$ cat src/hdl/dlsm_pkg.sv
`timescale 1ns / 1ps
// Shared types, codes and helpers for the drag latency statistics monitor.
// No dependencies.
package dlsm_pkg;

    localparam int HIST_BINS  = 7;
    localparam int PHASES     = 5;
    localparam int STAT_FIXED = 22;

    localparam logic [2:0] OP_SAMPLE  = 3'd0;
    localparam logic [2:0] OP_MOTION  = 3'd1;
    localparam logic [2:0] OP_MOVED   = 3'd2;
    localparam logic [2:0] OP_SET     = 3'd3;
    localparam logic [2:0] OP_UNBLOCK = 3'd4;
    localparam logic [2:0] OP_END     = 3'd5;

    localparam logic [4:0] IDX_ELAPSED = 5'd0;
    localparam logic [4:0] IDX_STEPS   = 5'd1;
    localparam logic [4:0] IDX_GAP     = 5'd2;
    localparam logic [4:0] IDX_MOTION  = 5'd3;
    localparam logic [4:0] IDX_SKIPPED = 5'd4;
    localparam int         IDX_PHASE   = 5;
    localparam int         IDX_HIST    = 15;

    localparam int PH_WAKE   = 0;
    localparam int PH_APP    = 1;
    localparam int PH_REDRAW = 2;
    localparam int PH_COUNT  = 3;
    localparam int PH_STEP   = 4;

    typedef enum logic [2:0] {
        CMD_SAMPLE,
        CMD_MOTION,
        CMD_MOVED,
        CMD_SET,
        CMD_UNBLOCK,
        CMD_END
    } cmd_t;

    typedef enum logic {
        RD_IDLE,
        RD_BUSY
    } rd_state_t;

    typedef struct packed {
        cmd_t               cmd;
        logic [31:0]        time_ms;
        logic signed [15:0] pos_x;
        logic signed [15:0] pos_y;
        logic               was_blocked;
        logic [15:0]        redraw_count;
        logic [2:0]         reason;
    } evt_t;

    typedef struct packed {
        logic full;
        logic not_empty;
    } q_stat_t;

    function automatic logic [2:0] hist_bin(logic [15:0] d);
        logic [2:0] b;
        if (d <= 16'd1)
            b = 3'd0;
        else if (d == 16'd2)
            b = 3'd1;
        else if (d <= 16'd4)
            b = 3'd2;
        else if (d <= 16'd8)
            b = 3'd3;
        else if (d <= 16'd16)
            b = 3'd4;
        else if (d <= 16'd32)
            b = 3'd5;
        else
            b = 3'd6;
        return b;
    endfunction

endpackage

$ cat src/hdl/dlsm_if.sv
`timescale 1ns / 1ps
// Valid/ready channel interfaces: event words in, statistic words out.
// No dependencies.
interface dlsm_in_if;
    logic               valid;
    logic               ready;
    logic [2:0]         operation;
    logic [31:0]        time_ms;
    logic signed [15:0] pos_x;
    logic signed [15:0] pos_y;
    logic               was_blocked;
    logic [15:0]        redraw_count;
    logic [2:0]         reason;

    modport source (
        output valid, operation, time_ms, pos_x, pos_y, was_blocked, redraw_count, reason,
        input  ready
    );
    modport sink (
        input  valid, operation, time_ms, pos_x, pos_y, was_blocked, redraw_count, reason,
        output ready
    );
endinterface

interface dlsm_out_if;
    logic        valid;
    logic        ready;
    logic [4:0]  stat_index;
    logic [31:0] stat_value;
    logic        last;

    modport source (
        output valid, stat_index, stat_value, last,
        input  ready
    );
    modport sink (
        input  valid, stat_index, stat_value, last,
        output ready
    );
endinterface

$ cat src/hdl/dlsm_front.sv
`timescale 1ns / 1ps
// Front end: accepts event words, decodes the operation, drops unused codes.
// Depends on dlsm_pkg and dlsm_in_if.
module dlsm_front (
    dlsm_in_if.sink            evt,
    input  dlsm_pkg::q_stat_t  q_stat,
    output logic               push,
    output dlsm_pkg::evt_t     push_data
);
    import dlsm_pkg::*;

    logic op_ok;
    cmd_t cmd;

    always_comb
    begin
        op_ok = 1'b1;
        case (evt.operation)
            OP_SAMPLE:  cmd = CMD_SAMPLE;
            OP_MOTION:  cmd = CMD_MOTION;
            OP_MOVED:   cmd = CMD_MOVED;
            OP_SET:     cmd = CMD_SET;
            OP_UNBLOCK: cmd = CMD_UNBLOCK;
            OP_END:     cmd = CMD_END;
            default:
            begin
                cmd   = CMD_SAMPLE;
                op_ok = 1'b0;
            end
        endcase
    end

    assign evt.ready = !q_stat.full;
    assign push      = evt.valid && !q_stat.full && op_ok;

    assign push_data.cmd          = cmd;
    assign push_data.time_ms      = evt.time_ms;
    assign push_data.pos_x        = evt.pos_x;
    assign push_data.pos_y        = evt.pos_y;
    assign push_data.was_blocked  = evt.was_blocked;
    assign push_data.redraw_count = evt.redraw_count;
    assign push_data.reason       = evt.reason;

endmodule

$ cat src/hdl/dlsm_fifo.sv
`timescale 1ns / 1ps
// Two-entry queue of decoded events between front and back end.
// Depends on dlsm_pkg.
module dlsm_fifo (
    input  logic              clk,
    input  logic              rst_n,
    input  logic              push,
    input  dlsm_pkg::evt_t    push_data,
    input  logic              pop,
    output dlsm_pkg::evt_t    pop_data,
    output dlsm_pkg::q_stat_t q_stat
);
    import dlsm_pkg::*;

    evt_t       mem_reg [2];
    logic       wr_ptr_reg, wr_ptr_next;
    logic       rd_ptr_reg, rd_ptr_next;
    logic [1:0] count_reg, count_next;

    always_comb
    begin
        wr_ptr_next = push ? !wr_ptr_reg : wr_ptr_reg;
        rd_ptr_next = pop ? !rd_ptr_reg : rd_ptr_reg;
        count_next  = count_reg + 2'(push) - 2'(pop);
    end

    always_ff @(posedge clk or negedge rst_n)
    begin
        if (!rst_n)
        begin
            wr_ptr_reg <= 1'b0;
            rd_ptr_reg <= 1'b0;
            count_reg  <= 2'd0;
        end
        else
        begin
            wr_ptr_reg <= wr_ptr_next;
            rd_ptr_reg <= rd_ptr_next;
            count_reg  <= count_next;
        end
    end

    always_ff @(posedge clk)
    begin
        if (push)
            mem_reg[wr_ptr_reg] <= push_data;
    end

    assign pop_data         = mem_reg[rd_ptr_reg];
    assign q_stat.full      = count_reg[1];
    assign q_stat.not_empty = (count_reg != 2'd0);

endmodule

$ cat src/hdl/dlsm_back.sv
`timescale 1ns / 1ps
// Back end: statistics registers, per-event update and the end-of-session readout.
// Depends on dlsm_pkg and dlsm_out_if.
module dlsm_back #(
    parameter int REASON_SLOTS = 5,
    parameter int COUNT_WIDTH  = 32
) (
    input  logic              clk,
    input  logic              rst_n,
    input  dlsm_pkg::q_stat_t q_stat,
    input  dlsm_pkg::evt_t    q_data,
    output logic              pop,
    dlsm_out_if.source        stat
);
    import dlsm_pkg::*;

    localparam int SW = ((COUNT_WIDTH > 32) ? COUNT_WIDTH : 32) + 1;
    localparam logic [SW-1:0] CNT_MAX = {{(SW - COUNT_WIDTH){1'b0}}, {COUNT_WIDTH{1'b1}}};
    localparam logic [SW-1:0] OUT_MAX = {{(SW - 32){1'b0}}, {32{1'b1}}};
    localparam logic [4:0]    LAST_IDX = 5'(STAT_FIXED + REASON_SLOTS - 1);

    typedef logic [COUNT_WIDTH-1:0] cnt_t;

    function automatic cnt_t sat_add(cnt_t a, logic [31:0] v);
        logic [SW-1:0] s;
        s = SW'(a) + SW'(v);
        return (s > CNT_MAX) ? COUNT_WIDTH'(CNT_MAX) : COUNT_WIDTH'(s);
    endfunction

    function automatic cnt_t sat_inc(cnt_t a);
        return (a == '1) ? a : a + COUNT_WIDTH'(1);
    endfunction

    function automatic cnt_t max_upd(cnt_t m, logic [31:0] v);
        cnt_t r;
        r = m;
        if (SW'(v) > SW'(m))
            r = (SW'(v) > CNT_MAX) ? COUNT_WIDTH'(CNT_MAX) : COUNT_WIDTH'(v);
        return r;
    endfunction

    logic               session_reg, session_next;
    logic               prev_valid_reg, prev_valid_next;
    logic signed [15:0] prev_x_reg, prev_x_next;
    logic signed [15:0] prev_y_reg, prev_y_next;
    logic [31:0]        start_reg, start_next;
    logic [31:0]        sample_t_reg, sample_t_next;
    logic [31:0]        moved_t_reg, moved_t_next;
    logic               moved_seen_reg, moved_seen_next;
    logic [31:0]        set_t_reg, set_t_next;
    logic               set_seen_reg, set_seen_next;
    cnt_t               steps_reg, steps_next;
    cnt_t               sums_reg [PHASES];
    cnt_t               sums_next [PHASES];
    cnt_t               maxs_reg [PHASES];
    cnt_t               maxs_next [PHASES];
    cnt_t               gap_reg, gap_next;
    cnt_t               hist_reg [HIST_BINS];
    cnt_t               hist_next [HIST_BINS];
    cnt_t               motion_reg, motion_next;
    cnt_t               skipped_reg, skipped_next;
    cnt_t               reasons_reg [REASON_SLOTS];
    cnt_t               reasons_next [REASON_SLOTS];
    logic [31:0]        elapsed_reg, elapsed_next;

    rd_state_t          state_reg, state_next;
    logic [4:0]         idx_reg, idx_next;
    logic               out_valid_reg, out_valid_next;
    logic [4:0]         out_index_reg, out_index_next;
    logic [31:0]        out_value_reg, out_value_next;
    logic               out_last_reg, out_last_next;

    logic               load;
    logic               start_rd;
    logic signed [16:0] dx, dy;
    logic [15:0]        ax, ay, step_size;
    logic [2:0]         bin;
    logic [SW-1:0]      sel;

    // step size: Chebyshev distance to the previous sample
    always_comb
    begin
        dx        = 17'(q_data.pos_x) - 17'(prev_x_reg);
        dy        = 17'(q_data.pos_y) - 17'(prev_y_reg);
        ax        = dx[16] ? 16'(-dx) : dx[15:0];
        ay        = dy[16] ? 16'(-dy) : dy[15:0];
        step_size = (ax > ay) ? ax : ay;
        bin       = hist_bin(step_size);
    end

    assign start_rd = pop && (q_data.cmd == CMD_END) && session_reg;

    always_comb
    begin
        session_next    = session_reg;
        prev_valid_next = prev_valid_reg;
        prev_x_next     = prev_x_reg;
        prev_y_next     = prev_y_reg;
        start_next      = start_reg;
        sample_t_next   = sample_t_reg;
        moved_t_next    = moved_t_reg;
        moved_seen_next = moved_seen_reg;
        set_t_next      = set_t_reg;
        set_seen_next   = set_seen_reg;
        steps_next      = steps_reg;
        sums_next       = sums_reg;
        maxs_next       = maxs_reg;
        gap_next        = gap_reg;
        hist_next       = hist_reg;
        motion_next     = motion_reg;
        skipped_next    = skipped_reg;
        reasons_next    = reasons_reg;
        elapsed_next    = elapsed_reg;

        if (pop)
        begin
            case (q_data.cmd)
                CMD_SAMPLE:
                begin
                    if (!session_reg)
                    begin
                        // new session: all statistics but the elapsed time start from zero
                        session_next    = 1'b1;
                        start_next      = q_data.time_ms;
                        moved_t_next    = '0;
                        set_t_next      = '0;
                        gap_next        = '0;
                        motion_next     = '0;
                        skipped_next    = '0;
                        for (int i = 0; i < PHASES; i++)
                        begin
                            sums_next[i] = '0;
                            maxs_next[i] = '0;
                        end
                        for (int i = 0; i < HIST_BINS; i++)
                            hist_next[i] = '0;
                        for (int i = 0; i < REASON_SLOTS; i++)
                            reasons_next[i] = '0;
                    end
                    else if (prev_valid_reg)
                    begin
                        sums_next[PH_STEP] = sat_add(sums_reg[PH_STEP], 32'(step_size));
                        maxs_next[PH_STEP] = max_upd(maxs_reg[PH_STEP], 32'(step_size));
                        for (int i = 0; i < HIST_BINS; i++)
                        begin
                            if (bin == 3'(i))
                                hist_next[i] = sat_inc(hist_reg[i]);
                        end
                        gap_next = max_upd(gap_reg, q_data.time_ms - sample_t_reg);
                    end
                    prev_x_next     = q_data.pos_x;
                    prev_y_next     = q_data.pos_y;
                    prev_valid_next = 1'b1;
                    sample_t_next   = q_data.time_ms;
                    moved_seen_next = 1'b0;
                    set_seen_next   = 1'b0;
                    steps_next      = sat_inc(session_reg ? steps_reg : '0);
                end
                CMD_MOTION:
                begin
                    if (session_reg)
                    begin
                        motion_next = sat_inc(motion_reg);
                        if (q_data.was_blocked)
                            skipped_next = sat_inc(skipped_reg);
                    end
                end
                CMD_MOVED:
                begin
                    if (session_reg && !moved_seen_reg)
                    begin
                        moved_seen_next = 1'b1;
                        moved_t_next    = q_data.time_ms;
                        sums_next[PH_WAKE] = sat_add(sums_reg[PH_WAKE],
                                                     q_data.time_ms - sample_t_reg);
                        maxs_next[PH_WAKE] = max_upd(maxs_reg[PH_WAKE],
                                                     q_data.time_ms - sample_t_reg);
                    end
                end
                CMD_SET:
                begin
                    if (session_reg && moved_seen_reg && !set_seen_reg)
                    begin
                        set_seen_next = 1'b1;
                        set_t_next    = q_data.time_ms;
                        sums_next[PH_APP] = sat_add(sums_reg[PH_APP],
                                                    q_data.time_ms - moved_t_reg);
                        maxs_next[PH_APP] = max_upd(maxs_reg[PH_APP],
                                                    q_data.time_ms - moved_t_reg);
                        sums_next[PH_COUNT] = sat_add(sums_reg[PH_COUNT],
                                                      32'(q_data.redraw_count));
                        maxs_next[PH_COUNT] = max_upd(maxs_reg[PH_COUNT],
                                                      32'(q_data.redraw_count));
                    end
                end
                CMD_UNBLOCK:
                begin
                    if (session_reg)
                    begin
                        for (int i = 0; i < REASON_SLOTS; i++)
                        begin
                            if (q_data.reason == 3'(i))
                                reasons_next[i] = sat_inc(reasons_reg[i]);
                        end
                        if (set_seen_reg)
                        begin
                            set_seen_next = 1'b0;
                            sums_next[PH_REDRAW] = sat_add(sums_reg[PH_REDRAW],
                                                           q_data.time_ms - set_t_reg);
                            maxs_next[PH_REDRAW] = max_upd(maxs_reg[PH_REDRAW],
                                                           q_data.time_ms - set_t_reg);
                        end
                    end
                end
                CMD_END:
                begin
                    if (session_reg)
                    begin
                        session_next = 1'b0;
                        elapsed_next = q_data.time_ms - start_reg;
                    end
                end
                default:
                begin
                end
            endcase
        end
    end

    // readout sequencer: next state
    always_comb
    begin
        state_next = state_reg;
        case (state_reg)
            RD_IDLE:
            begin
                if (start_rd)
                    state_next = RD_BUSY;
            end
            RD_BUSY:
            begin
                if (load && idx_reg == LAST_IDX)
                    state_next = RD_IDLE;
            end
            default:
                state_next = RD_IDLE;
        endcase
    end

    // readout sequencer: outputs
    always_comb
    begin
        pop  = 1'b0;
        load = 1'b0;
        case (state_reg)
            RD_IDLE:
                pop = q_stat.not_empty;
            RD_BUSY:
                load = !out_valid_reg || stat.ready;
            default:
            begin
            end
        endcase
    end

    always_comb
    begin
        sel = '0;
        case (idx_reg)
            IDX_ELAPSED: sel = SW'(elapsed_reg);
            IDX_STEPS:   sel = SW'(steps_reg);
            IDX_GAP:     sel = SW'(gap_reg);
            IDX_MOTION:  sel = SW'(motion_reg);
            IDX_SKIPPED: sel = SW'(skipped_reg);
            default:     sel = '0;
        endcase
        for (int i = 0; i < PHASES; i++)
        begin
            if (idx_reg == 5'(IDX_PHASE + 2 * i))
                sel = SW'(sums_reg[i]);
            if (idx_reg == 5'(IDX_PHASE + 2 * i + 1))
                sel = SW'(maxs_reg[i]);
        end
        for (int i = 0; i < HIST_BINS; i++)
        begin
            if (idx_reg == 5'(IDX_HIST + i))
                sel = SW'(hist_reg[i]);
        end
        for (int i = 0; i < REASON_SLOTS; i++)
        begin
            if (idx_reg == 5'(STAT_FIXED + i))
                sel = SW'(reasons_reg[i]);
        end
    end

    always_comb
    begin
        idx_next       = idx_reg;
        out_valid_next = out_valid_reg;
        out_index_next = out_index_reg;
        out_value_next = out_value_reg;
        out_last_next  = out_last_reg;
        if (start_rd)
            idx_next = '0;
        else if (load)
            idx_next = idx_reg + 5'd1;
        if (load)
        begin
            out_valid_next = 1'b1;
            out_index_next = idx_reg;
            out_value_next = (sel > OUT_MAX) ? 32'hFFFF_FFFF : sel[31:0];
            out_last_next  = (idx_reg == LAST_IDX);
        end
        else if (stat.ready)
            out_valid_next = 1'b0;
    end

    always_ff @(posedge clk or negedge rst_n)
    begin
        if (!rst_n)
        begin
            session_reg    <= 1'b0;
            prev_valid_reg <= 1'b0;
            prev_x_reg     <= '0;
            prev_y_reg     <= '0;
            start_reg      <= '0;
            sample_t_reg   <= '0;
            moved_t_reg    <= '0;
            moved_seen_reg <= 1'b0;
            set_t_reg      <= '0;
            set_seen_reg   <= 1'b0;
            steps_reg      <= '0;
            gap_reg        <= '0;
            motion_reg     <= '0;
            skipped_reg    <= '0;
            elapsed_reg    <= '0;
            for (int i = 0; i < PHASES; i++)
            begin
                sums_reg[i] <= '0;
                maxs_reg[i] <= '0;
            end
            for (int i = 0; i < HIST_BINS; i++)
                hist_reg[i] <= '0;
            for (int i = 0; i < REASON_SLOTS; i++)
                reasons_reg[i] <= '0;
            state_reg      <= RD_IDLE;
            idx_reg        <= '0;
            out_valid_reg  <= 1'b0;
        end
        else
        begin
            session_reg    <= session_next;
            prev_valid_reg <= prev_valid_next;
            prev_x_reg     <= prev_x_next;
            prev_y_reg     <= prev_y_next;
            start_reg      <= start_next;
            sample_t_reg   <= sample_t_next;
            moved_t_reg    <= moved_t_next;
            moved_seen_reg <= moved_seen_next;
            set_t_reg      <= set_t_next;
            set_seen_reg   <= set_seen_next;
            steps_reg      <= steps_next;
            gap_reg        <= gap_next;
            motion_reg     <= motion_next;
            skipped_reg    <= skipped_next;
            elapsed_reg    <= elapsed_next;
            sums_reg       <= sums_next;
            maxs_reg       <= maxs_next;
            hist_reg       <= hist_next;
            reasons_reg    <= reasons_next;
            state_reg      <= state_next;
            idx_reg        <= idx_next;
            out_valid_reg  <= out_valid_next;
        end
    end

    always_ff @(posedge clk)
    begin
        out_index_reg <= out_index_next;
        out_value_reg <= out_value_next;
        out_last_reg  <= out_last_next;
    end

    assign stat.valid      = out_valid_reg;
    assign stat.stat_index = out_index_reg;
    assign stat.stat_value = out_value_reg;
    assign stat.last       = out_last_reg;

endmodule

$ cat src/hdl/drag_latency_stat_monitor_core.sv
`timescale 1ns / 1ps
// Top level of the drag latency statistics monitor.
// Depends on dlsm_pkg, dlsm_if, dlsm_front, dlsm_fifo and dlsm_back.
//
// Usage:
//   evt  (sink):   timestamped event words; operation 0 sample, 1 motion,
//                  2 moved, 3 set, 4 unblock, 5 end; codes 6 and 7 are dropped.
//   stat (source): statistic words (stat_index, stat_value, last) sent only
//                  after an end event in an open session.
//   A sample with no session open opens one and clears all statistics but
//   the elapsed time. Throughput: one event word per cycle. Events pass a
//   two-entry queue; the back end pops them while no readout runs and updates
//   the statistics registers as it pops. An end event starts a readout of
//   22 + REASON_SLOTS words, one per cycle while stat.ready is high; the first
//   word is loaded into the output register once the sequencer is busy. During
//   the readout the back end takes nothing from the queue, so evt.ready drops
//   once the queue fills.
//   A stalled receiver holds the output register and pauses the readout.
//   Reset clears all statistics, closes the session and empties the queue.
module drag_latency_stat_monitor_core #(
    parameter int REASON_SLOTS = 5,
    parameter int COUNT_WIDTH  = 32
) (
    input  logic        clk,
    input  logic        rst_n,
    dlsm_in_if.sink     evt,
    dlsm_out_if.source  stat
);
    import dlsm_pkg::*;

    logic    push;
    logic    pop;
    evt_t    push_data;
    evt_t    pop_data;
    q_stat_t q_stat;

    dlsm_front u_front (
        .evt       (evt),
        .q_stat    (q_stat),
        .push      (push),
        .push_data (push_data)
    );

    dlsm_fifo u_fifo (
        .clk       (clk),
        .rst_n     (rst_n),
        .push      (push),
        .push_data (push_data),
        .pop       (pop),
        .pop_data  (pop_data),
        .q_stat    (q_stat)
    );

    dlsm_back #(
        .REASON_SLOTS (REASON_SLOTS),
        .COUNT_WIDTH  (COUNT_WIDTH)
    ) u_back (
        .clk    (clk),
        .rst_n  (rst_n),
        .q_stat (q_stat),
        .q_data (pop_data),
        .pop    (pop),
        .stat   (stat)
    );

endmodule

$ cat src/flat_wrapper.sv
// flat-port wrapper written by rule: the top's interface ports become plain ports
module drag_latency_stat_monitor_core_flat import dlsm_pkg::*;
#(
    parameter int REASON_SLOTS = 5,
    parameter int COUNT_WIDTH  = 32
)
  (clk, rst_n, evt_valid, evt_operation, evt_time_ms, evt_pos_x, evt_pos_y, evt_was_blocked, evt_redraw_count, evt_reason, evt_ready, stat_valid, stat_stat_index, stat_stat_value, stat_last, stat_ready);
  dlsm_in_if evt_i ();
  dlsm_out_if stat_i ();
  input  logic clk;
  input  logic rst_n;
  input wire logic [$bits(evt_i.valid)-1:0] evt_valid;
  input wire logic [$bits(evt_i.operation)-1:0] evt_operation;
  input wire logic [$bits(evt_i.time_ms)-1:0] evt_time_ms;
  input wire logic [$bits(evt_i.pos_x)-1:0] evt_pos_x;
  input wire logic [$bits(evt_i.pos_y)-1:0] evt_pos_y;
  input wire logic [$bits(evt_i.was_blocked)-1:0] evt_was_blocked;
  input wire logic [$bits(evt_i.redraw_count)-1:0] evt_redraw_count;
  input wire logic [$bits(evt_i.reason)-1:0] evt_reason;
  output wire logic [$bits(evt_i.ready)-1:0] evt_ready;
  output wire logic [$bits(stat_i.valid)-1:0] stat_valid;
  output wire logic [$bits(stat_i.stat_index)-1:0] stat_stat_index;
  output wire logic [$bits(stat_i.stat_value)-1:0] stat_stat_value;
  output wire logic [$bits(stat_i.last)-1:0] stat_last;
  input wire logic [$bits(stat_i.ready)-1:0] stat_ready;
  assign evt_i.valid = evt_valid;
  assign evt_i.operation = evt_operation;
  assign evt_i.time_ms = evt_time_ms;
  assign evt_i.pos_x = evt_pos_x;
  assign evt_i.pos_y = evt_pos_y;
  assign evt_i.was_blocked = evt_was_blocked;
  assign evt_i.redraw_count = evt_redraw_count;
  assign evt_i.reason = evt_reason;
  assign evt_ready = evt_i.ready;
  assign stat_valid = stat_i.valid;
  assign stat_stat_index = stat_i.stat_index;
  assign stat_stat_value = stat_i.stat_value;
  assign stat_last = stat_i.last;
  assign stat_i.ready = stat_ready;
  drag_latency_stat_monitor_core #(.REASON_SLOTS(REASON_SLOTS), .COUNT_WIDTH(COUNT_WIDTH)) u_core (.clk(clk), .rst_n(rst_n), .evt(evt_i), .stat(stat_i));
endmodule
$ cat config.mk
export PLATFORM = sky130hd
export DESIGN_NAME = drag_latency_stat_monitor_core_flat
export DESIGN_NICKNAME = d
export VERILOG_FILES = /design/src/hdl/dlsm_pkg.sv /design/src/hdl/dlsm_if.sv /design/src/hdl/dlsm_front.sv /design/src/hdl/dlsm_fifo.sv /design/src/hdl/dlsm_back.sv /design/src/hdl/drag_latency_stat_monitor_core.sv /design/src/flat_wrapper.sv
export SDC_FILE = /design/constraint.sdc
export NUM_CORES = 2
export LEC_CHECK = 0
export BUFFER_PORTS_ARGS = -buffer_cell sky130_fd_sc_hd__clkbuf_2
export CORE_MARGIN = 3
export CORE_UTILIZATION = 45
export CTS_CLUSTER_SIZE = 40
export DETAILED_ROUTE_END_ITERATION = 12
export PLACE_DENSITY = 0.75
export SLEW_MARGIN = 10
export SYNTH_ARGS = -nofsm -noshare
export SYNTH_HDL_FRONTEND = slang
export SYNTH_SLANG_ARGS = --single-unit
$ cat constraint.sdc
create_clock -name clk -period 10.4 [get_ports clk]
set_input_delay 1.04 -clock clk [delete_from_list [all_inputs] [get_ports clk]]
set_output_delay 1.04 -clock clk [all_outputs]
set_load 0.01 [all_outputs]
# --- Yosys cells after proc, flatten, opt, wreduce, memory -nomap -nowiden ---
# Memories as Yosys holds them, arrays and structs flattened.
# Index checks and enable logic that the tools add are counted.
classes:
  add_sub_neg: 31
  magnitude_cmp: 18
  eq_ne: 102
  mux: 130
  bitwise_logic: 2
  reduce_logical: 60
ops:
  columns: ["op", "n"]
  rows:
  - ["32-bit two-way mux", 61]
  - ["32-bit one-hot mux with 2 select lines", 12]
  - ["33-bit two-way mux", 22]
  - ["32-bit by 1-bit adder with 32-bit output, second input constant", 15]
  - ["32-bit equality test, second input constant", 15]
  - ["224-bit two-way mux", 2]
  - ["160-bit two-way mux", 2]
  - ["160-bit one-hot mux with 2 select lines", 1]
  - ["33-bit by 32-bit greater-than comparator with 1-bit output, second input constant", 6]
  - ["32-bit one-hot mux with 5 select lines", 1]
  - ["32-bit greater-than comparator", 4]
  - ["128-bit two-way mux", 1]
  - ["32-bit subtractor", 4]
  - ["32-bit by 32-bit adder with 33-bit output", 3]
  - ["32-bit by 16-bit adder with 33-bit output", 2]
  - ["16-bit by 32-bit greater-than comparator with 1-bit output", 2]
  - ["5-bit AND reduction", 12]
  - ["2-bit != test, second input constant", 29]
  - ["5-bit equality test, second input constant", 11]
  - ["16-bit two-way mux", 3]
  - ["6-bit AND reduction", 7]
  - ["5-bit by 4-bit equality test with 1-bit output, second input constant", 8]
  - ["16-bit by 16-bit subtractor with 17-bit output", 2]
  - ["16-bit negation", 2]
  - ["36 further kinds", 116]
word_totals:
  ff_bits: 1077
  ramBits: 174
  in_bits: 91
  out_inout_bits: 40
  memories: 1
mem_list:
  columns: ["name", "words", "width", "read_ports", "rd_ports_with_merged_regs", "wr", "line_no", "text"]
  rows:
  - ["u_core.u_fifo.mem_reg", 2, 87, 1, 0, 1, "dlsm_fifo.sv:15", "evt_t mem_reg [2];"]

# --- Depth between registers and ports, before layout ---
logic_depth:
  depth_word: 25
  depth_mapped: 50
  depth_no_buf: 44

# --- Hierarchy ---
# Synthesis repeated with hierarchy kept, for this count alone.
unflattened:
  hier_cells: 8947
  hier_area_um2: 78529.1
by_module_without_submodules:
  columns: ["module", "instances", "cells_per_inst", "area_each_um2", "seq_area_each_um2"]
  rows:
  - ["dlsm_back", 1, 8571, 71305.9, 26240.2]
  - ["dlsm_fifo", 1, 286, 6555.0, 5325.1]
  - ["dlsm_front", 1, 90, 668.1, 0.0]

# --- Worst setup path before layout ---
# Ideal clock, no wire load.
synth_timing:
  path_type: "reg-to-reg"
  startpoint: "register u_core.u_fifo.rd_ptr_reg"
  endpoint: "register u_core.u_back.sums_reg[20] in the netlist's numbering"
  setup_time_ns: 0.083
  t_arrival_ns: 9.704
  required_ns: 10.317
  setup_slack_ns: 0.614
  path_stages_with_launch: 43
  path_buffers: 5
  synth_period_minus_slack_ns: 9.786
  cell_sequence: "dfrtp_1 -> buf_1 -> clkbuf_1 -> buf_1 -> mux2i_1 -> ha_1 -> inv_1 -> fa_1 -> a21o_1 -> a221oi_2 -> xnor2_1 -> a2111o_1 -> nor3_1 -> and3_1 -> clkbuf_1 -> nand2_1 -> o31a_1 -> xnor2_1 -> [... 7 more ...] -> clkbuf_1 -> a21oi_1 -> ha_1 -> a21oi_1 -> o21ai_0 -> a31oi_1 -> o21ai_0 -> a31o_2 -> a21oi_1 -> o21ai_0 -> a21o_1 -> a21o_1 -> nand3_1 -> or3_1 -> nor3_1 -> nand4_1 -> o31a_1 -> o21ai_0"
synth_via:
  elab_chain_len: 11
  elab_cells_between_ends: 16
synth_lines:
  columns: ["item", "line_no", "text"]
  rows:
  - ["start, declared", "dlsm_fifo.sv:17", "logic rd_ptr_reg, rd_ptr_next;"]
  - ["start signal, assigned", "dlsm_fifo.sv:38", "rd_ptr_reg <= rd_ptr_next;"]
  - ["memory read 2 x 87 bit (*)", null, null]
  - ["16-bit by 16-bit subtractor with 17-bit output, on equally long branches", "dlsm_back.sv:83, dlsm_back.sv:84", null]
  - ["16-bit negation, on equally long branches", "dlsm_back.sv:85, dlsm_back.sv:86", null]
  - ["16-bit two-way mux, on equally long branches", "dlsm_back.sv:85, dlsm_back.sv:86", null]
  - ["16-bit greater-than comparator", "dlsm_back.sv:87", "step_size = (ax > ay) ? ax : ay;"]
  - ["16-bit two-way mux", "dlsm_back.sv:87", null]
  - ["32-bit by 16-bit adder with 33-bit output", "dlsm_back.sv:26", "s = SW'(a) + SW'(v);"]
  - ["33-bit by 32-bit greater-than comparator with 1-bit output", "dlsm_back.sv:27", "return (s > CNT_MAX) ? COUNT_WIDTH'(CNT_MAX) : COUNT_WIDTH'(s);"]
  - ["32-bit two-way mux", "dlsm_back.sv:27", null]
  - ["32-bit two-way mux", "dlsm_back.sv:140", "else if (prev_valid_reg)"]
  - ["32-bit two-way mux", "dlsm_back.sv:120", "if (!session_reg)"]
  - ["end signal, assigned", "dlsm_back.sv:367", "sums_reg <= sums_next;"]
  - ["end, declared", "dlsm_back.sv:53", "cnt_t sums_reg [PHASES];"]
# Every way passes the cells marked *; elsewhere a longest branch is shown, timed or not. The select of a mux whose other input is x is not followed.
# A chain may end at the register's enable or synchronous reset.

==> metrics.md <==
| Metric | Value |
|---|---|
| Top_reg_cell synth | dfrtp_1 |
| Commonest cells after routing, fill and taps aside | dfrtp_1, nand2_1, nor2_1 |
| Fraction of layout cells with a size suffix above 1 | 0.0783 |
| Number of port buffers | 130 |
| Pin count of the biggest net entering global routing | between 150 and 200 |
| Synthesized cell area | 76,700 um^2 |
| Reg2reg end | u_core.u_back.sums_reg[9] |
| Mapped Cells | a little under 9,000 |
| Max-slew violations | 0 |
| CTS Sinks | 1,219 |
| CP startpoint kind | flip-flop |
| Finished Layout Cells | 11,000 |
| Global-route wire length before repair | 368,000 um |
| Max_slew headroom | 0.157 |
| Fmax | 0.104 GHz |
| CTS tree | built |
| Worst r2r path cells | 40 |
| Critical path class | reg -> reg |
| Final Total Pwr | 33.0 mW |
| Inserted Clock Buffers | around 140 |
| Seq/Total Area, Yosys | 0.411 |
| Clk pwr share | 0.156 |
| Max Clock Skew | between 0.03 and 0.04 ns |
| Async SR Flop Fraction | 0.826 |
| CP max stage delay | 0.56 ns |
| Final hold vios | 0 |
| DR vias/cell | 6.11 |
| Cts hold-fix bufs | 0 |
| Max Cap Viol | 0 |
| Syn_nets | 9,310 |
| VDD IR max | 0.000573 V |
| Switching pwr | 16.3 mW |
| Power share of the combinational group | 0.653 |
| Post-synth EDFFs | 212 |
| Status | complete, no violations |
| Crit path max fanout | 21 |
| Count of cell types in the netlist | 100 |
| CP max-delay cell | dfrtp_4 |
| Crit path arrival time | 10.27 ns |
| Clock buffer depth | 3 |
| Die Y | 419 um |
| Core ar. | 168,000 um^2 |
| DR iter-0 viols | 7,285 |
| Pleak | 36.4 nW |
| GRT overflow | 0 |
| Worst-skew pair later-pin latency | 0.80 ns |
| Power Density | 389 nW/um^2 |
| Max reg flops | 224 |
| Area delta synth->final | 10.4% |
| Seq pwr share | 0.191 |
| Root buf cell | clkbuf_16 |
| Initial antenna violation count | 5 |
| Flop-to-flop setup slack | between 0.7 and 0.8 ns |
| Final min period | 9.60 ns |
| Pint | between 15 and 20 mW |
| Total vias in the final route | 67,400 |
| Critical Path RT | approximately 11 ns |
| Die footprint | 175,000 um^2 |
| Die width | 419 um |
| Post-route worst setup slack | 0.798 ns |
| Clock transition at path regs | 0.06 ns |
| Routed WL | ~240,000 um |
| Synth top area share | 0.328 |
| RSZ-0062 raised after global routing | no |
| Most common library cell in the layout ignoring fill and taps | dfrtp_1 |
| I/O pins | 131 |
| Number of routed nets with antenna violations | 0 |
| Vias in the first global route | 64,500 |
| Wire per inst | 21.5 um |
| Rows | 150 |
| Switch share | 0.494 |
| Register bit total from synthesis | 1,219 |
| Setup TNS | 0 ns |
| Dpl cells | 10,800 |
| Reg2reg start | u_core.u_fifo.rd_ptr_reg |
| # H-tree levels | 4 |
| Gp weighted congestion | 0.951 |
| Count of final setup violators | 0 |
| Dpl ws | 0.253 ns |
| Post-detail-place hpwl | 172,000 um |
| Top cell type by total area after synthesis | dfrtp_1 |
| Yosys warns | 0 |
| TritonRoute pass-1 iters | 9 |
| Initial Util | 0.456 |
| Layout Nets | between 9,000 and 10,000 |
| Crit end category | flip-flop |
| Syn avg cell area | 8.80 um^2 |
| DRC Markers | 0 |
| Worst hold path type | in -> async |
| GRT Overall Usage | 0.264 |
| Area contributors post-synth | dfrtp_1, edfxtp_1, ha_1 |
| Worst slew pin tran | 1.26 ns |
| Final period util | 0.923 |
| Fillers | 15,300 |
==> metrics by stage <==
step / util / cell area (um^2) / hold slack (ns)
after detailed placement: 0.475 / 79900 / 0.459
after CTS: 0.503 / 84600 / 0.331
after global placement: 0.474 / 79900 / 0.450
after global routing: 0.503 / 84700 / 0.381
final: 0.503 / 84700 / 0.309
after floorplan: - / 76700 / 0.423
==> per-layer routing <==
| metal | routed length [um] | part of all wire | up-vias | global-route usage |
|---|---|---|---|---|
| li1 | - | - | 31100 | - |
| met1 | 95900 | 0.40 | 32900 | 0.345 |
| met2 | 107000 | 0.45 | 2836 | 0.419 |
| met3 | 18300 | 0.077 | 598 | 0.0400 |
| met4 | 15400 | 0.065 | 0 | 0.153 |
| met5 | 0 | 0 | - | 0 |
==> power by group through the flow <==
| stage | clock network (mW) | logic (mW) | registers, mW |
|---|---|---|---|
| 2_1_floorplan | 0 | 14.8 | 6.20 |
| 3_3_place_gp | 0 | 20.5 | 6.35 |
| 3_5_place_dp | 0 | 20.9 | 6.37 |
| 4_1_cts | 5.22 | 21.1 | 6.29 |
| 5_1_grt | 5.41 | 23.7 | 6.38 |
| 6_report | 5.15 | 21.5 | 6.30 |
==> cell type report <==
| class | instances | area (um^2) | share of cell area |
|---|---|---|---|
| repair buffers | 257 | 1680 | 0.0198 |
| flip-flops and latches | 1219 | 31600 | 0.373 |
| clock inverters | 79 | 971 | 0.0115 |
| multi-input cells | 6571 | 42000 | 0.495 |
| clock buffers | 174 | 3780 | 0.0447 |
| inverters | 530 | 1990 | 0.0235 |
| diodes | 3 | 7.51 | 0.0000886 |
| well taps | 2204 | 2760 | 0.0326 |
==> logic make-up (layout without fill, tap and decap cells) <==
kind of cell,count (synthesis),count (layout),share of synthesized area
xor+xnor,597,597,0.0682
fa+ha+maj,500,500,0.0826
simple gates,2955,2955,0.182
buf+inv,930,1040,0.0458
mux,122,122,0.0168
flops,1219,1219,0.411
other cells,0,3,0
compound gates,2397,2397,0.193
==> cells in the mapped netlist (212+ instances only) <==
master,instances
dfrtp_1,1007
nand2_1,848
nor2_1,846
o21ai_0,767
a21oi_1,700
inv_1,527
ha_1,488
clkbuf_1,356
nand3_1,330
xnor2_1,315
xor2_1,281
edfxtp_1,212
==> worst max-delay path by stage <==
| stage | start | end | slack (ns) | cells after the start |
|---|---|---|---|---|
| CTS | u_core.u_fifo.rd_ptr_reg | u_core.u_back.sums_reg[9] | 0.20 | 39 |
| finish | u_core.u_fifo.rd_ptr_reg | u_core.u_back.sums_reg[9] | 0.80 | 40 |
| floorplan | u_core.u_fifo.rd_ptr_reg | u_core.u_back.sums_reg[20] | 0.61 | 42 |
| global route | u_core.u_fifo.rd_ptr_reg | u_core.u_back.sums_reg[20] | 0.08 | 43 |
| detailed placement | u_core.u_fifo.rd_ptr_reg | u_core.u_back.sums_reg[20] | 0.25 | 38 |
| global placement | u_core.u_fifo.rd_ptr_reg | u_core.u_back.sums_reg[20] | 0.45 | 39 |
==> worst max-delay path: cells and delay by family (launching register included) <==
family | cells | cell delay (ns)
xor gates and xnor gates | 1 | 0.32
muxes | 2 | 0.64
buffers and inverters | 3 | 0.53
adders and majority gates | 4 | 1.28
AOI/OAI and AO/OA | 15 | 3.34
DFF | 1 | 0.56
and+or+nand+nor | 15 | 2.76
==> repair_timing <==
action / CTS / global route
resized for setup: 0 / 11
setup buffers: 0 / 2
endpoints found under the setup margin: 0 / 32
Note: power is estimated with default switching activity, not from simulation.
